$ cat src/rtl/core/tihc_pkg.sv
// Shared types and constants of the turn indicator and hazard controller.
// Depends on nothing; every other file of the block refers to it by scoped name.
package tihc_pkg;

  // Default width of the hold and blink timers.
  localparam int TimerBits = 16;

  // Fixed field widths.
  localparam int CfgWidth     = 16;
  localparam int ElapsedWidth = 8;
  localparam int EventWidth   = 6;

  // Configuration port geometry: two registers at byte addresses 0 and 4.
  localparam int AddrWidth = 3;
  localparam int DataWidth = 32;

  // Register reset values.
  localparam logic [CfgWidth-1:0] LongPressReset     = 16'd1000;
  localparam logic [CfgWidth-1:0] BlinkIntervalReset = 16'd300;

  // Register indexes, selected by address bit 2.
  typedef enum logic [0:0] {
    RegLongPress     = 1'b0,
    RegBlinkInterval = 1'b1
  } reg_idx_e;

  // Bit positions in the event mask.
  localparam int EvLeftOn    = 0;
  localparam int EvLeftOff   = 1;
  localparam int EvRightOn   = 2;
  localparam int EvRightOff  = 3;
  localparam int EvHazardOn  = 4;
  localparam int EvHazardOff = 5;

  // Indicator flags as seen from one button: its own side, the other side, hazard.
  typedef struct packed {
    logic self_on;
    logic other_on;
    logic hazard_on;
  } side_flags_t;

  // Events that one button can raise in a step.
  typedef struct packed {
    logic turned_on;
    logic turned_off;
    logic hazard_off;
  } press_ev_t;

endpackage

$ cat src/rtl/core/tihc_if.sv
// Valid/ready channel interfaces for the input steps and the result items.
// Depends on tihc_pkg for the field widths.
interface tihc_in_if;
  logic                                valid;
  logic                                ready;
  logic                                left_pressed;
  logic                                right_pressed;
  logic [tihc_pkg::ElapsedWidth-1:0]   elapsed_ms;

  modport source (output valid, left_pressed, right_pressed, elapsed_ms, input ready);
  modport sink   (input valid, left_pressed, right_pressed, elapsed_ms, output ready);
endinterface

interface tihc_out_if;
  logic                              valid;
  logic                              ready;
  logic                              left_lamp;
  logic                              right_lamp;
  logic                              hazard_active;
  logic                              left_selected;
  logic                              right_selected;
  logic [tihc_pkg::EventWidth-1:0]   event_mask;

  modport source (output valid, left_lamp, right_lamp, hazard_active, left_selected,
                  right_selected, event_mask, input ready);
  modport sink   (input valid, left_lamp, right_lamp, hazard_active, left_selected,
                  right_selected, event_mask, output ready);
endinterface

$ cat src/rtl/core/tihc_cfg.sv
// APB-style configuration registers: long press threshold and blink interval.
// Depends on tihc_pkg for widths, reset values and register indexes.
module tihc_cfg (
  input  logic                             clk_i,
  input  logic                             rst_ni,
  input  logic                             psel,
  input  logic                             penable,
  input  logic                             pwrite,
  input  logic [tihc_pkg::AddrWidth-1:0]   paddr,
  input  logic [tihc_pkg::DataWidth-1:0]   pwdata,
  output logic [tihc_pkg::DataWidth-1:0]   prdata,
  output logic                             pready,
  output logic [tihc_pkg::CfgWidth-1:0]    long_press_o,
  output logic [tihc_pkg::CfgWidth-1:0]    blink_interval_o
);

  logic [tihc_pkg::CfgWidth-1:0] long_press_q;
  logic [tihc_pkg::CfgWidth-1:0] blink_interval_q;
  tihc_pkg::reg_idx_e            reg_sel;
  logic                          wr_en;

  // Address bit 2 picks the register; the port never stalls.
  assign reg_sel = tihc_pkg::reg_idx_e'(paddr[2]);
  assign wr_en   = psel && penable && pwrite;
  assign pready  = 1'b1;

  // Register writes on the access cycle of a write transfer.
  always_ff @(posedge clk_i or negedge rst_ni) begin
    if (!rst_ni) begin
      long_press_q     <= tihc_pkg::LongPressReset;
      blink_interval_q <= tihc_pkg::BlinkIntervalReset;
    end else if (wr_en) begin
      unique case (reg_sel)
        tihc_pkg::RegLongPress:     long_press_q     <= pwdata[tihc_pkg::CfgWidth-1:0];
        tihc_pkg::RegBlinkInterval: blink_interval_q <= pwdata[tihc_pkg::CfgWidth-1:0];
        default: ;
      endcase
    end
  end

  // Read data mux.
  always_comb begin
    unique case (reg_sel)
      tihc_pkg::RegLongPress:
        prdata = tihc_pkg::DataWidth'(long_press_q);
      tihc_pkg::RegBlinkInterval:
        prdata = tihc_pkg::DataWidth'(blink_interval_q);
      default:
        prdata = '0;
    endcase
  end

  assign long_press_o     = long_press_q;
  assign blink_interval_o = blink_interval_q;

endmodule

$ cat src/rtl/core/tihc_button.sv
// Step logic for one button: hold measurement, long press detection and the
// resulting indicator or hazard change. Depends on tihc_pkg.
module tihc_button #(
  parameter int TimerBits = tihc_pkg::TimerBits
) (
  input  logic                                level_i,
  input  logic                                was_pressed_i,
  input  logic                                done_i,
  input  logic [TimerBits-1:0]                hold_i,
  input  logic [tihc_pkg::ElapsedWidth-1:0]   elapsed_i,
  input  logic [tihc_pkg::CfgWidth-1:0]       long_press_i,
  input  tihc_pkg::side_flags_t               flags_i,
  output logic [TimerBits-1:0]                hold_o,
  output logic                                done_o,
  output tihc_pkg::side_flags_t               flags_o,
  output tihc_pkg::press_ev_t                 ev_o
);

  localparam int CmpW = (TimerBits > tihc_pkg::CfgWidth) ? TimerBits : tihc_pkg::CfgWidth;

  logic [TimerBits:0]   hold_sum;
  logic [TimerBits-1:0] hold_next;
  logic                 fire;

  // Saturating hold time; a new press or a release starts again from zero.
  assign hold_sum  = {1'b0, hold_i} + (TimerBits+1)'(elapsed_i);
  assign hold_next = (level_i && was_pressed_i)
                   ? (hold_sum[TimerBits] ? {TimerBits{1'b1}} : hold_sum[TimerBits-1:0])
                   : '0;

  // A long press acts once until the button is released.
  assign fire = level_i && !done_i && (CmpW'(hold_next) >= CmpW'(long_press_i));

  assign hold_o = hold_next;
  assign done_o = level_i && (done_i || fire);

  // Long press clears hazard mode, or else toggles this side and clears the other.
  always_comb begin
    flags_o = flags_i;
    ev_o    = '0;
    if (fire) begin
      if (flags_i.hazard_on) begin
        flags_o.hazard_on = 1'b0;
        ev_o.hazard_off   = 1'b1;
      end else begin
        flags_o.self_on  = !flags_i.self_on;
        flags_o.other_on = 1'b0;
        ev_o.turned_on   = !flags_i.self_on;
        ev_o.turned_off  = flags_i.self_on;
      end
    end
  end

endmodule

$ cat src/rtl/core/tihc_blink.sv
// Blink timer step: saturating interval count, phase flip and lamp latching.
// Depends on tihc_pkg for widths.
module tihc_blink #(
  parameter int TimerBits = tihc_pkg::TimerBits
) (
  input  logic [TimerBits-1:0]                timer_i,
  input  logic [tihc_pkg::ElapsedWidth-1:0]   elapsed_i,
  input  logic [tihc_pkg::CfgWidth-1:0]       interval_i,
  input  logic                                phase_i,
  input  logic                                hazard_i,
  input  logic                                left_on_i,
  input  logic                                right_on_i,
  input  logic                                left_lamp_i,
  input  logic                                right_lamp_i,
  output logic [TimerBits-1:0]                timer_o,
  output logic                                phase_o,
  output logic                                left_lamp_o,
  output logic                                right_lamp_o
);

  localparam int CmpW = (TimerBits > tihc_pkg::CfgWidth) ? TimerBits : tihc_pkg::CfgWidth;

  logic [TimerBits:0]   timer_sum;
  logic [TimerBits-1:0] timer_sat;
  logic                 flip;

  // Saturating timer; reaching the interval restarts it and drops the excess.
  assign timer_sum = {1'b0, timer_i} + (TimerBits+1)'(elapsed_i);
  assign timer_sat = timer_sum[TimerBits] ? {TimerBits{1'b1}} : timer_sum[TimerBits-1:0];
  assign flip      = CmpW'(timer_sat) >= CmpW'(interval_i);

  assign timer_o = flip ? '0 : timer_sat;
  assign phase_o = phase_i ^ flip;

  // Lamps follow the new phase at a flip and hold otherwise.
  assign left_lamp_o  = flip ? (phase_o && (hazard_i || left_on_i))  : left_lamp_i;
  assign right_lamp_o = flip ? (phase_o && (hazard_i || right_on_i)) : right_lamp_i;

endmodule

$ cat src/rtl/core/turn_indicator_hazard_controller_core.sv
// Top level of the turn indicator and hazard controller: input register, step logic,
// state and result register. Depends on tihc_pkg, tihc_if, tihc_cfg, tihc_button, tihc_blink.

// Each input transfer is one time step carrying both button levels and the milliseconds
// elapsed since the previous step; each step yields exactly one result. The block takes
// one step per clock cycle while the output is not stalled: a step is held in the input
// register, evaluated by the combinational step logic (left button, right button, hazard
// check, blink timer) and lands in the result register, from which it leaves when the
// output is ready. A stalled result holds the pipeline; the input register then takes one
// more step only if it is empty. Register writes are meant for idle periods only. TIMER_BITS
// sets the width of the saturating hold and blink timers.
module turn_indicator_hazard_controller_core #(
  parameter int TIMER_BITS = tihc_pkg::TimerBits
) (
  input  logic                             clk_i,
  input  logic                             rst_ni,
  tihc_in_if.sink                          in_i,
  tihc_out_if.source                       out_o,
  input  logic                             psel,
  input  logic                             penable,
  input  logic                             pwrite,
  input  logic [tihc_pkg::AddrWidth-1:0]   paddr,
  input  logic [tihc_pkg::DataWidth-1:0]   pwdata,
  output logic [tihc_pkg::DataWidth-1:0]   prdata,
  output logic                             pready
);

  localparam int CmpW = (TIMER_BITS > tihc_pkg::CfgWidth) ? TIMER_BITS : tihc_pkg::CfgWidth;

  // Configuration.
  logic [tihc_pkg::CfgWidth-1:0] long_press;
  logic [tihc_pkg::CfgWidth-1:0] blink_interval;

  tihc_cfg u_cfg (
    .clk_i            (clk_i),
    .rst_ni           (rst_ni),
    .psel             (psel),
    .penable          (penable),
    .pwrite           (pwrite),
    .paddr            (paddr),
    .pwdata           (pwdata),
    .prdata           (prdata),
    .pready           (pready),
    .long_press_o     (long_press),
    .blink_interval_o (blink_interval)
  );

  // Input register and pipeline control.
  logic                                in_v_q;
  logic                                left_lvl_q;
  logic                                right_lvl_q;
  logic [tihc_pkg::ElapsedWidth-1:0]   elapsed_q;
  logic                                out_v_q;
  logic                                advance;
  logic                                step;

  assign advance    = !out_v_q || out_o.ready;
  assign in_i.ready = !in_v_q || advance;
  assign step       = in_v_q && advance;

  always_ff @(posedge clk_i or negedge rst_ni) begin
    if (!rst_ni) begin
      in_v_q <= 1'b0;
    end else if (in_i.ready) begin
      in_v_q <= in_i.valid;
    end
  end

  always_ff @(posedge clk_i) begin
    if (in_i.valid && in_i.ready) begin
      left_lvl_q  <= in_i.left_pressed;
      right_lvl_q <= in_i.right_pressed;
      elapsed_q   <= in_i.elapsed_ms;
    end
  end

  // Controller state.
  logic [TIMER_BITS-1:0] left_hold_q, right_hold_q, blink_timer_q;
  logic                  left_done_q, right_done_q;
  logic                  left_was_q, right_was_q;
  logic                  left_on_q, right_on_q, hazard_q;
  logic                  phase_q, left_lamp_q, right_lamp_q;

  logic [TIMER_BITS-1:0] left_hold_d, right_hold_d, blink_timer_d;
  logic                  left_done_d, right_done_d;
  logic                  left_on_d, right_on_d, hazard_d;
  logic                  phase_d, left_lamp_d, right_lamp_d;
  logic [tihc_pkg::EventWidth-1:0] ev_d;

  // Left button sees the current flags.
  tihc_pkg::side_flags_t left_fl_in, left_fl_out;
  tihc_pkg::press_ev_t   left_ev;

  assign left_fl_in = '{self_on: left_on_q, other_on: right_on_q, hazard_on: hazard_q};

  tihc_button #(.TimerBits(TIMER_BITS)) u_left (
    .level_i       (left_lvl_q),
    .was_pressed_i (left_was_q),
    .done_i        (left_done_q),
    .hold_i        (left_hold_q),
    .elapsed_i     (elapsed_q),
    .long_press_i  (long_press),
    .flags_i       (left_fl_in),
    .hold_o        (left_hold_d),
    .done_o        (left_done_d),
    .flags_o       (left_fl_out),
    .ev_o          (left_ev)
  );

  // Right button sees the flags just updated by the left one.
  tihc_pkg::side_flags_t right_fl_in, right_fl_out;
  tihc_pkg::press_ev_t   right_ev;

  assign right_fl_in = '{self_on:   left_fl_out.other_on,
                         other_on:  left_fl_out.self_on,
                         hazard_on: left_fl_out.hazard_on};

  tihc_button #(.TimerBits(TIMER_BITS)) u_right (
    .level_i       (right_lvl_q),
    .was_pressed_i (right_was_q),
    .done_i        (right_done_q),
    .hold_i        (right_hold_q),
    .elapsed_i     (elapsed_q),
    .long_press_i  (long_press),
    .flags_i       (right_fl_in),
    .hold_o        (right_hold_d),
    .done_o        (right_done_d),
    .flags_o       (right_fl_out),
    .ev_o          (right_ev)
  );

  // Hazard check: both buttons held to at least the threshold while hazard is off.
  logic hazard_set;

  assign hazard_set = left_lvl_q && right_lvl_q && !right_fl_out.hazard_on
                   && (CmpW'(left_hold_d) >= CmpW'(long_press))
                   && (CmpW'(right_hold_d) >= CmpW'(long_press));

  assign hazard_d   = right_fl_out.hazard_on || hazard_set;
  assign left_on_d  = right_fl_out.other_on && !hazard_set;
  assign right_on_d = right_fl_out.self_on && !hazard_set;

  // Event mask gathers every event of the step.
  always_comb begin
    ev_d = '0;
    ev_d[tihc_pkg::EvLeftOn]    = left_ev.turned_on;
    ev_d[tihc_pkg::EvLeftOff]   = left_ev.turned_off;
    ev_d[tihc_pkg::EvRightOn]   = right_ev.turned_on;
    ev_d[tihc_pkg::EvRightOff]  = right_ev.turned_off;
    ev_d[tihc_pkg::EvHazardOn]  = hazard_set;
    ev_d[tihc_pkg::EvHazardOff] = left_ev.hazard_off || right_ev.hazard_off;
  end

  // Blink timer works on the final flags of the step.
  tihc_blink #(.TimerBits(TIMER_BITS)) u_blink (
    .timer_i      (blink_timer_q),
    .elapsed_i    (elapsed_q),
    .interval_i   (blink_interval),
    .phase_i      (phase_q),
    .hazard_i     (hazard_d),
    .left_on_i    (left_on_d),
    .right_on_i   (right_on_d),
    .left_lamp_i  (left_lamp_q),
    .right_lamp_i (right_lamp_q),
    .timer_o      (blink_timer_d),
    .phase_o      (phase_d),
    .left_lamp_o  (left_lamp_d),
    .right_lamp_o (right_lamp_d)
  );

  // State update once per evaluated step.
  always_ff @(posedge clk_i or negedge rst_ni) begin
    if (!rst_ni) begin
      left_hold_q   <= '0;
      right_hold_q  <= '0;
      left_done_q   <= 1'b0;
      right_done_q  <= 1'b0;
      left_was_q    <= 1'b0;
      right_was_q   <= 1'b0;
      left_on_q     <= 1'b0;
      right_on_q    <= 1'b0;
      hazard_q      <= 1'b0;
      phase_q       <= 1'b0;
      blink_timer_q <= '0;
      left_lamp_q   <= 1'b0;
      right_lamp_q  <= 1'b0;
    end else if (step) begin
      left_hold_q   <= left_hold_d;
      right_hold_q  <= right_hold_d;
      left_done_q   <= left_done_d;
      right_done_q  <= right_done_d;
      left_was_q    <= left_lvl_q;
      right_was_q   <= right_lvl_q;
      left_on_q     <= left_on_d;
      right_on_q    <= right_on_d;
      hazard_q      <= hazard_d;
      phase_q       <= phase_d;
      blink_timer_q <= blink_timer_d;
      left_lamp_q   <= left_lamp_d;
      right_lamp_q  <= right_lamp_d;
    end
  end

  // Result register.
  logic                            res_left_lamp_q, res_right_lamp_q, res_hazard_q;
  logic                            res_left_sel_q, res_right_sel_q;
  logic [tihc_pkg::EventWidth-1:0] res_ev_q;

  always_ff @(posedge clk_i or negedge rst_ni) begin
    if (!rst_ni) begin
      out_v_q <= 1'b0;
    end else if (advance) begin
      out_v_q <= in_v_q;
    end
  end

  always_ff @(posedge clk_i) begin
    if (step) begin
      res_left_lamp_q  <= left_lamp_d;
      res_right_lamp_q <= right_lamp_d;
      res_hazard_q     <= hazard_d;
      res_left_sel_q   <= left_on_d;
      res_right_sel_q  <= right_on_d;
      res_ev_q         <= ev_d;
    end
  end

  assign out_o.valid          = out_v_q;
  assign out_o.left_lamp      = res_left_lamp_q;
  assign out_o.right_lamp     = res_right_lamp_q;
  assign out_o.hazard_active  = res_hazard_q;
  assign out_o.left_selected  = res_left_sel_q;
  assign out_o.right_selected = res_right_sel_q;
  assign out_o.event_mask     = res_ev_q;

  // Hazard mode and a selected side never coexist.
  a_hazard_excludes_sides: assert property (@(posedge clk_i) disable iff (!rst_ni)
    hazard_q |-> (!left_on_q && !right_on_q))
    else $error("hazard mode active with an indicator selected");

  // At most one side is selected.
  a_one_side: assert property (@(posedge clk_i) disable iff (!rst_ni)
    out_v_q |-> !(res_left_sel_q && res_right_sel_q))
    else $error("both indicators selected");

  // A hazard-on event leaves hazard mode active in the same result.
  a_hazard_on_event: assert property (@(posedge clk_i) disable iff (!rst_ni)
    (out_v_q && res_ev_q[tihc_pkg::EvHazardOn]) |-> res_hazard_q)
    else $error("hazard on event without hazard mode");

  // A step cannot both turn the left side on and off.
  a_left_events: assert property (@(posedge clk_i) disable iff (!rst_ni)
    out_v_q |-> !(res_ev_q[tihc_pkg::EvLeftOn] && res_ev_q[tihc_pkg::EvLeftOff]))
    else $error("left on and left off in one step");

endmodule

$ cat src/flat_wrapper.sv
// flat-port wrapper written by rule: the top's interface ports become plain ports
module turn_indicator_hazard_controller_core_flat 
#(
  parameter int TIMER_BITS = tihc_pkg::TimerBits
)
  (clk_i, rst_ni, psel, penable, pwrite, paddr, pwdata, prdata, pready, in_i_valid, in_i_left_pressed, in_i_right_pressed, in_i_elapsed_ms, in_i_ready, out_o_valid, out_o_left_lamp, out_o_right_lamp, out_o_hazard_active, out_o_left_selected, out_o_right_selected, out_o_event_mask, out_o_ready);
  tihc_in_if in_i_i ();
  tihc_out_if out_o_i ();
  input  logic clk_i;
  input  logic rst_ni;
  input  logic psel;
  input  logic penable;
  input  logic pwrite;
  input  logic [tihc_pkg::AddrWidth-1:0] paddr;
  input  logic [tihc_pkg::DataWidth-1:0] pwdata;
  output logic [tihc_pkg::DataWidth-1:0] prdata;
  output logic pready;
  input wire logic [$bits(in_i_i.valid)-1:0] in_i_valid;
  input wire logic [$bits(in_i_i.left_pressed)-1:0] in_i_left_pressed;
  input wire logic [$bits(in_i_i.right_pressed)-1:0] in_i_right_pressed;
  input wire logic [$bits(in_i_i.elapsed_ms)-1:0] in_i_elapsed_ms;
  output wire logic [$bits(in_i_i.ready)-1:0] in_i_ready;
  output wire logic [$bits(out_o_i.valid)-1:0] out_o_valid;
  output wire logic [$bits(out_o_i.left_lamp)-1:0] out_o_left_lamp;
  output wire logic [$bits(out_o_i.right_lamp)-1:0] out_o_right_lamp;
  output wire logic [$bits(out_o_i.hazard_active)-1:0] out_o_hazard_active;
  output wire logic [$bits(out_o_i.left_selected)-1:0] out_o_left_selected;
  output wire logic [$bits(out_o_i.right_selected)-1:0] out_o_right_selected;
  output wire logic [$bits(out_o_i.event_mask)-1:0] out_o_event_mask;
  input wire logic [$bits(out_o_i.ready)-1:0] out_o_ready;
  assign in_i_i.valid = in_i_valid;
  assign in_i_i.left_pressed = in_i_left_pressed;
  assign in_i_i.right_pressed = in_i_right_pressed;
  assign in_i_i.elapsed_ms = in_i_elapsed_ms;
  assign in_i_ready = in_i_i.ready;
  assign out_o_valid = out_o_i.valid;
  assign out_o_left_lamp = out_o_i.left_lamp;
  assign out_o_right_lamp = out_o_i.right_lamp;
  assign out_o_hazard_active = out_o_i.hazard_active;
  assign out_o_left_selected = out_o_i.left_selected;
  assign out_o_right_selected = out_o_i.right_selected;
  assign out_o_event_mask = out_o_i.event_mask;
  assign out_o_i.ready = out_o_ready;
  turn_indicator_hazard_controller_core #(.TIMER_BITS(TIMER_BITS)) u_core (.clk_i(clk_i), .rst_ni(rst_ni), .in_i(in_i_i), .out_o(out_o_i), .psel(psel), .penable(penable), .pwrite(pwrite), .paddr(paddr), .pwdata(pwdata), .prdata(prdata), .pready(pready));
endmodule
$ cat config.mk
export PLATFORM = sky130hd
export DESIGN_NAME = turn_indicator_hazard_controller_core_flat
export DESIGN_NICKNAME = d
export VERILOG_FILES = /design/src/rtl/core/tihc_pkg.sv /design/src/rtl/core/tihc_if.sv /design/src/rtl/core/tihc_cfg.sv /design/src/rtl/core/tihc_button.sv /design/src/rtl/core/tihc_blink.sv /design/src/rtl/core/turn_indicator_hazard_controller_core.sv /design/src/flat_wrapper.sv
export SDC_FILE = /design/constraint.sdc
export NUM_CORES = 1
export LEC_CHECK = 0
export ABC_AREA = 0
export BUFFER_PORTS_ARGS = -buffer_cell sky130_fd_sc_hd__clkbuf_2
export CAP_MARGIN = 30
export CORE_ASPECT_RATIO = 0.5
export CORE_UTILIZATION = 59
export DETAILED_ROUTE_END_ITERATION = 7
export PLACE_DENSITY = 0.89
export SLEW_MARGIN = 20
export SYNTH_ARGS = -nofsm -noshare
export SYNTH_HDL_FRONTEND = slang
export SYNTH_SLANG_ARGS = --single-unit
$ cat constraint.sdc
create_clock -name clk_i -period 5.76 [get_ports clk_i]
set_clock_uncertainty 0.2 [all_clocks]
set_input_delay 0.288 -clock clk_i [delete_from_list [all_inputs] [get_ports clk_i]]
set_output_delay 0.288 -clock clk_i [all_outputs]
set_load 0.005 [all_outputs]
# [Word-level counts from Yosys, hierarchy flattened]
# Index checks and enable logic that the tools add are counted.
[classes] add_sub_neg=3 order_cmp=3 n_mux=17 bitwise_logic=4 n_reduce_logical=40
[ops] op="two-way mux 16 bit" count=6
[ops] op="case mux 32 bit (2 select lines)" count=1
[ops] op="adder 16 x 8 -> 17 bit" count=3
[ops] op="greater-or-equal comparator 16 bit" count=3
[ops] op="logical AND 1 bit" count=20
[ops] op="logical NOT 1 bit" count=8
[ops] op="logical OR 1 bit" count=8
[ops] op="two-way mux 1 bit" count=6
[ops] op="two-way mux 3 bit" count=2
[ops] op="two-way mux 2 bit" count=2
[ops] op="AND reduction 2 bit" count=2
[ops] op="OR reduction 2 bit" count=2
[ops] op="inverter 1 bit" count=3
[ops] op="bitwise XOR 1 bit" count=1
[totals] ff_bits=113 in_bits=52 wordCells=95

# [Longest topological paths before layout]
[depth] word_depth=18 mapped_depth=20 ltp_nobuf=19

# [Hierarchy]
# A second synthesis with hierarchy kept.
[unflattened] hier_cells=969 area_unflattened_um2=8916.1
[by_module_without_submodules] module="turn_indicator_hazard_controller_core" n_inst=1 cells_per_inst=373 area_each_um2=3678.5
[by_module_without_submodules] module="tihc_cfg" n_inst=1 cells_per_inst=105 area_each_um2=1610.3
[by_module_without_submodules] module="tihc_blink" n_inst=1 cells_per_inst=166 area_each_um2=1233.7
[by_module_without_submodules] module="tihc_button at u_core.u_right" n_inst=1 cells_per_inst=162 area_each_um2=1227.4
[by_module_without_submodules] module="tihc_button at u_core.u_left" n_inst=1 cells_per_inst=163 area_each_um2=1166.1

# [Least setup slack after synthesis]
# Ideal clock, no wire load.
[synth_path] path_type="register -> register" from="reg u_core.elapsed_q[0] (netlist name)" to="reg u_core.res_left_lamp_q, in the netlist u_core.out_o.left_lamp, data pin" setup_time_ns=0.268 arrival_ns=4.103 required_ns=5.292 slack_ns=1.190 path_stages_with_launch=21 path_buffers=1 synth_period_minus_slack_ns=4.570 path_cell_list="edfxtp_1 ha_1 fa_1 a21o_1 a21oi_1 o21bai_1 a21oi_1 a21oi_1 and3b_1 buf_2 nor2_1 nor2_1 ha_1 a211o_1 a31oi_1 o21ai_1 a32o_2 nor3b_1 and2_1 a211oi_2 o31ai_1"
[synth_between] elab_chain_cells=16 word_cells_on_any_way=27
[synth_lines] element="from (decl)" line="turn_indicator_hazard_controller_core.sv:52" rtl="logic [tihc_pkg::ElapsedWidth-1:0] elapsed_q;"
[synth_lines] element="from (signal assigned)" line="turn_indicator_hazard_controller_core.sv:73" rtl="elapsed_q <= in_i.elapsed_ms;"
[synth_lines] element="adder 16 x 8 -> 17 bit (*)" line="tihc_button.sv:26" rtl="assign hold_sum = {1'b0, hold_i} + (TimerBits+1)'(elapsed_i);"
[synth_lines] element="two-way mux 16 bit (*) (2 in a row)" line="tihc_button.sv:28" rtl="? (hold_sum[TimerBits] ? {TimerBits{1'b1}} : hold_sum[TimerBits-1:0])"
[synth_lines] element="via u_core.left_hold_d[2]" line="turn_indicator_hazard_controller_core.sv:84" rtl="logic [TIMER_BITS-1:0] left_hold_d, right_hold_d, blink_timer_d;"
[synth_lines] element="greater-or-equal comparator 16 bit (*)" line="tihc_button.sv:32, turn_indicator_hazard_controller_core.sv:136"
[synth_lines] element="logical AND 1 bit" line="tihc_button.sv:32" rtl="assign fire = level_i && !done_i && (CmpW'(hold_next) >= CmpW'(long_press_i));"
[synth_lines] element="two-way mux 3 bit (2 in a row)" line="tihc_button.sv:41" rtl="if (fire) begin"
[synth_lines] element="logical NOT 1 bit" line="turn_indicator_hazard_controller_core.sv:135" rtl="assign hazard_set = left_lvl_q && right_lvl_q && !right_fl_out.hazard_on"
[synth_lines] element="logical AND 1 bit" line="turn_indicator_hazard_controller_core.sv:135"
[synth_lines] element="logical AND 1 bit" line="turn_indicator_hazard_controller_core.sv:136" rtl="&& (CmpW'(left_hold_d) >= CmpW'(long_press))"
[synth_lines] element="logical AND 1 bit" line="turn_indicator_hazard_controller_core.sv:137" rtl="&& (CmpW'(right_hold_d) >= CmpW'(long_press));"
[synth_lines] element="logical NOT 1 bit" line="turn_indicator_hazard_controller_core.sv:140" rtl="assign left_on_d = right_fl_out.other_on && !hazard_set;"
[synth_lines] element="logical AND 1 bit" line="turn_indicator_hazard_controller_core.sv:140"
[synth_lines] element="logical OR 1 bit (*)" line="tihc_blink.sv:36" rtl="assign left_lamp_o = flip ? (phase_o && (hazard_i || left_on_i)) : left_lamp_i;"
[synth_lines] element="logical AND 1 bit (*)" line="tihc_blink.sv:36"
[synth_lines] element="two-way mux 1 bit (*)" line="tihc_blink.sv:36"
[synth_lines] element="via u_core.left_lamp_d" line="turn_indicator_hazard_controller_core.sv:87" rtl="logic phase_d, left_lamp_d, right_lamp_d;"
[synth_lines] element="to (signal assigned)" line="turn_indicator_hazard_controller_core.sv:219" rtl="res_left_lamp_q <= left_lamp_d;"
[synth_lines] element="to (decl)" line="turn_indicator_hazard_controller_core.sv:205" rtl="logic res_left_lamp_q, res_right_lamp_q, res_hazard_q;"
# The timed path passes the listed nets; every way through them passes the cells marked *.
# A chain may end at the register's enable or synchronous reset.

# [Final worst setup path]
[layout_path] from="reg u_core.elapsed_q[0] (netlist name)" to="reg u_core.res_right_lamp_q, in the netlist u_core.out_o.right_lamp, data pin"
[layout_between] word_cells_on_any_way=28
[layout_rtl] element="adder 16 x 8 -> 17 bit (*)" line="tihc_button.sv:26"
[layout_rtl] element="two-way mux 16 bit (*) (2 in a row)" line="tihc_button.sv:28"
[layout_rtl] element="via u_core.right_hold_d[13]" line="turn_indicator_hazard_controller_core.sv:84"
[layout_rtl] element="greater-or-equal comparator 16 bit (*)" line="tihc_button.sv:32, turn_indicator_hazard_controller_core.sv:137"
[layout_rtl] element="logical AND 1 bit" line="tihc_button.sv:32"
[layout_rtl] element="two-way mux 3 bit" line="tihc_button.sv:41"
[layout_rtl] element="logical NOT 1 bit" line="turn_indicator_hazard_controller_core.sv:135"
[layout_rtl] element="logical AND 1 bit" line="turn_indicator_hazard_controller_core.sv:135"
[layout_rtl] element="logical AND 1 bit" line="turn_indicator_hazard_controller_core.sv:136"
[layout_rtl] element="logical AND 1 bit" line="turn_indicator_hazard_controller_core.sv:137"
[layout_rtl] element="logical NOT 1 bit" line="turn_indicator_hazard_controller_core.sv:141" rtl="assign right_on_d = right_fl_out.self_on && !hazard_set;"
[layout_rtl] element="logical AND 1 bit" line="turn_indicator_hazard_controller_core.sv:141"
[layout_rtl] element="logical OR 1 bit (*)" line="tihc_blink.sv:37" rtl="assign right_lamp_o = flip ? (phase_o && (hazard_i || right_on_i)) : right_lamp_i;"
[layout_rtl] element="logical AND 1 bit (*)" line="tihc_blink.sv:37"
[layout_rtl] element="two-way mux 1 bit (*)" line="tihc_blink.sv:37"
[layout_rtl] element="via u_core.right_lamp_d" line="turn_indicator_hazard_controller_core.sv:87"
[layout_rtl] element="to (signal assigned)" line="turn_indicator_hazard_controller_core.sv:220" rtl="res_right_lamp_q <= right_lamp_d;"
[layout_rtl] element="to (decl)" line="turn_indicator_hazard_controller_core.sv:205"
# Marked as above.

==> out/metrics.yaml <==
synthArstFlopShare_pct: 81.42
grt-ovfl-total: 0
grt_use_met1_pct: 38.97
drc: 0
grtUsageMet3_pct: 7.727
io_pins: 98
worst-path-buf-inv: 0
io_buffers: 62
synth_edf_count: 21
clkLatencyLatePin_ps: 430
clkSinkCount: 113
swShare_pct: 35.93
p_per_area_nw_per_um2: 373.7
ys_seq_elements: 113
ys_seq_area_share_pct: 39.16
die_w_um: 161.7
dieArea_um2: 13230
antenna_found_initial: 0
ys.flop_type: "dfrtp_1"
cp_top_family: "compound AO/OA/AOI/OAI gates"
cp-start-kind: "flip-flop"
hold-worst-slack_ps: 146.9
drt_pre_antenna_iters: 6
post_drt_wl_per_cell_um: 19.05
hpwl_um: 12680
worst-endpoint-arrival_ps: 5400
synth_mux_area_share_pct: 6.056
vdd_drop_max_uv: 248.7
synth_top_family_by_area: "compound AO/OA/AOI/OAI gates"
tightestPinTransition_ps: 889.4
crit_fanout: 13
wirelength_um: 20060
start_util_pct: 62.05
syn_to_final_growth_pct: 16.72
grtUsageMet2_pct: 51.38
drtIter0Drc: 765
cts_root_buf: "clkbuf_16"
clkPwrFrac_pct: 32.4
ys.warnings.count: 0
p_seq_share_pct: 33.6
grt_pass1_wl_um: 31570
grt_max_degree: 59
n_fill_cell: 786
rr_endpoint: "u_core.out_o.right_lamp$_DFFE_PP_"
relSlewSlack_pct: 40.53
synth_simple_gate_area_share_pct: 14.51
synthXorXnorAreaFrac_pct: 2.795
synth.cell_area_um2: 7521
leakage_nw: 4.182
rsz0062_at_grt: "false"
netSwitchingPower_mw: 1.179
core-area_um2: 12120
yosys.area_share.adder_pct: 13.04
clk_pin_slew_worst_paths_ps: 60
timing.rr.start: "u_core.elapsed_q[0]$_DFFE_PP_"
setup.worst_path.class: "reg -> reg"
intPower_mw: 2.102
cts_buffers: 17
r2r_slack_ps: 320
cts_htree_levels: 4
post-route-min-period_ps: 5440
cts.path.max_buffers: 2
vias_per_cell: 6.295
dieHeight_um: 81.84
status: "finished clean"
synth_area_per_cell_um2: 9.532
rows: 28
drive_gt1_share_pct: 18.36
report.final.slew_viol_count: 0
r2r_cells: 17
cp_slowest_stage_delay_ps: 530
vias: 6629
finalHoldViolCount: 0
cp-end-kind: "flip-flop"
crit_slowest_cell: "or3_1"
gp_congestion: 0.8983
cts_tree: "yes"
drv_cap: 0
ys_types: 68
diodes: 0
grt_usage_pct: 31.42
finalSetupTns_ps: 0
final_nets: 1002
fmax_mhz: 183.8
synth_compound_area_share_pct: 18.92
hold_path_class: "in -> async"
setup_viol: 0
antenna_left: 0
grt-busiest-layer: "met2"
path_common_cell: "a21oi_1"
path_cells: "ha_1 -> fa_1 -> a21o_1 -> a21oi_1 -> o21ai_1 -> a21oi_1 -> or3_1 -> a31oi_1 -> o21a_1 -> ha_1 -> a21oi_1 -> o21ai_1 -> o21ai_0 -> nor3_1 -> mux2i_1 -> o21ai_2 -> a21oi_1"
crit_required_ps: 5720
fin_crit_sh_pct: 94.44
p_comb_share_pct: 34.0
first_global_vias: 6360
netlist_instances: 789
## area by class of cell
cell class | instances | area [um^2] | area share [%]
Multi-Input combinational cell | 601 | 4228 | 48.16
Sequential cell | 113 | 2945 | 33.55
Timing Repair Buffer | 96 | 644.4 | 7.340
Clock buffer | 23 | 489.2 | 5.573
Tap cell | 165 | 206.4 | 2.352
Inverter | 46 | 172.7 | 1.967
Clock inverter | 9 | 92.59 | 1.055
## cell families (layout without fill, tap and decap cells)
logic type      count (synthesis)  count (layout)
compound gates                215             215
xor+xnor                       24              24
fa+ha+maj                      77              77
buf+inv                        90             174
flops                         113             113
mux                            41              41
other cells                     2              17
simple gates                  227             227
## worst max-delay path by stage
stage | from | to | slack (ps) | cells past startpoint
after CTS | u_core.elapsed_q[0]$_DFFE_PP_ | u_core.out_o.left_lamp$_DFFE_PP_ | 520 | 19
after global routing | u_core.elapsed_q[0]$_DFFE_PP_ | u_core.out_o.left_lamp$_DFFE_PP_ | 40 | 19
after floorplan | u_core.elapsed_q[0]$_DFFE_PP_ | u_core.out_o.left_lamp$_DFFE_PP_ | 1190 | 20
after detailed placement | u_core.elapsed_q[0]$_DFFE_PP_ | u_core.out_o.left_lamp$_DFFE_PP_ | 530 | 19
final | u_core.elapsed_q[0]$_DFFE_PP_ | u_core.out_o.right_lamp$_DFFE_PP_ | 320 | 17
after global placement | u_core.elapsed_q[0]$_DFFE_PP_ | u_core.out_o.left_lamp$_DFFE_PP_ | 660 | 19
## per-layer routing
metal  up-vias  part of all wire, %
li1       2980                    -
met1      3129                   40
met2       427                   46
met3        93                  9.7
met4         0                  4.4
met5         -                    0
## state kept, by name, summed over array words and instances, names as in the netlist, 6 cells and up
signal                         cells
u_core.blink_timer_q              16
u_core.left_hold_q                16
u_core.right_hold_q               16
u_core.u_cfg.blink_interval_o     16
u_core.u_cfg.long_press_o         16
u_core.elapsed_q                   8
u_core.out_o.event_mask            6
## through the flow
step	total power [mW]	setup slack, ps	util [%]	instance area [um^2]	std cells
2_1_floorplan	1.843	1190	-	7577	804
3_3_place_gp	2.053	657.0	65.12	7894	991
3_5_place_dp	2.124	525.2	65.12	7894	991
4_1_cts	3.222	517.1	72.32	8766	1052
5_1_grt	3.432	37.52	72.42	8778	1053
6_report	3.280	320.0	72.42	8778	1053
## what timing repair did
| item | CTS | global route |
|---|---|---|
| hold buffers | 29 | 0 |
| resized for setup | 0 | 1 |
| setup buffers | 0 | 0 |
| setup endpoints to repair | 0 | 1 |
| hold endpoints to repair | 78 | 0 |
## worst register-to-register path: cells and delay by family (launching register included)
kind,cells,cell delay (ps)
AOI/OAI and AO/OA,11,2370
adders and majority gates,3,1000
DFF,1,480
muxes,1,170
and+or+nand+nor,2,950
## synth_stat cells, types with 9 or more instances
master    number  area [um^2]
edfxtp_1      21        630.6
o21a_1        11        82.58
nand2b_1       9        56.30
and2_1        10        62.56
xnor2_1       17        148.9
buf_4         17        127.6
dfstp_2       10        262.8
a22o_1        11        96.34
nor2_1        49        183.9
nor3_1        13        65.06
o21ai_1       16        80.08
and3_1        15        93.84
a21oi_1       59        295.3
a21o_1        14        105.1
a31oi_1       17        106.4
mux2_2        36        405.4
ha_1          72        900.9
clkbuf_1      21        78.83
nand2_1       81        304.0
inv_1         46        172.7
nand3_1       12        60.06
nand4_1        9        56.30
o21ai_0       33        165.2
nor2b_1       11        68.82
dfrtp_1       82         2052
## cells in the final DEF (no fill, tap or decap), types with 12 or more instances in the layout
| cell type | instances |
|---|---|
| dfrtp_1 | 82 |
| nand2_1 | 80 |
| ha_1 | 72 |
| clkbuf_2 | 61 |
| a21oi_1 | 59 |
| nor2_1 | 49 |
| inv_1 | 46 |
| mux2_2 | 36 |
| o21ai_0 | 33 |
| dlygate4sd3_1 | 29 |
| edfxtp_1 | 21 |
| clkbuf_16 | 18 |
| a31oi_1 | 17 |
| xnor2_1 | 17 |
| conb_1 | 17 |
| o21ai_1 | 16 |
| and3_1 | 15 |
| a21o_1 | 14 |
| nor3_1 | 13 |
| nand3_1 | 12 |
## power by group through the flow
stage	sequential (mW)	clock (mW)	combinational, mW
floorplan	1.07	0	0.777
global placement	1.09	0	0.963
detailed placement	1.10	0	1.02
CTS	1.09	1.05	1.08
global route	1.11	1.10	1.22
finish	1.10	1.06	1.12
Note: power is estimated with default switching activity, not from simulation.
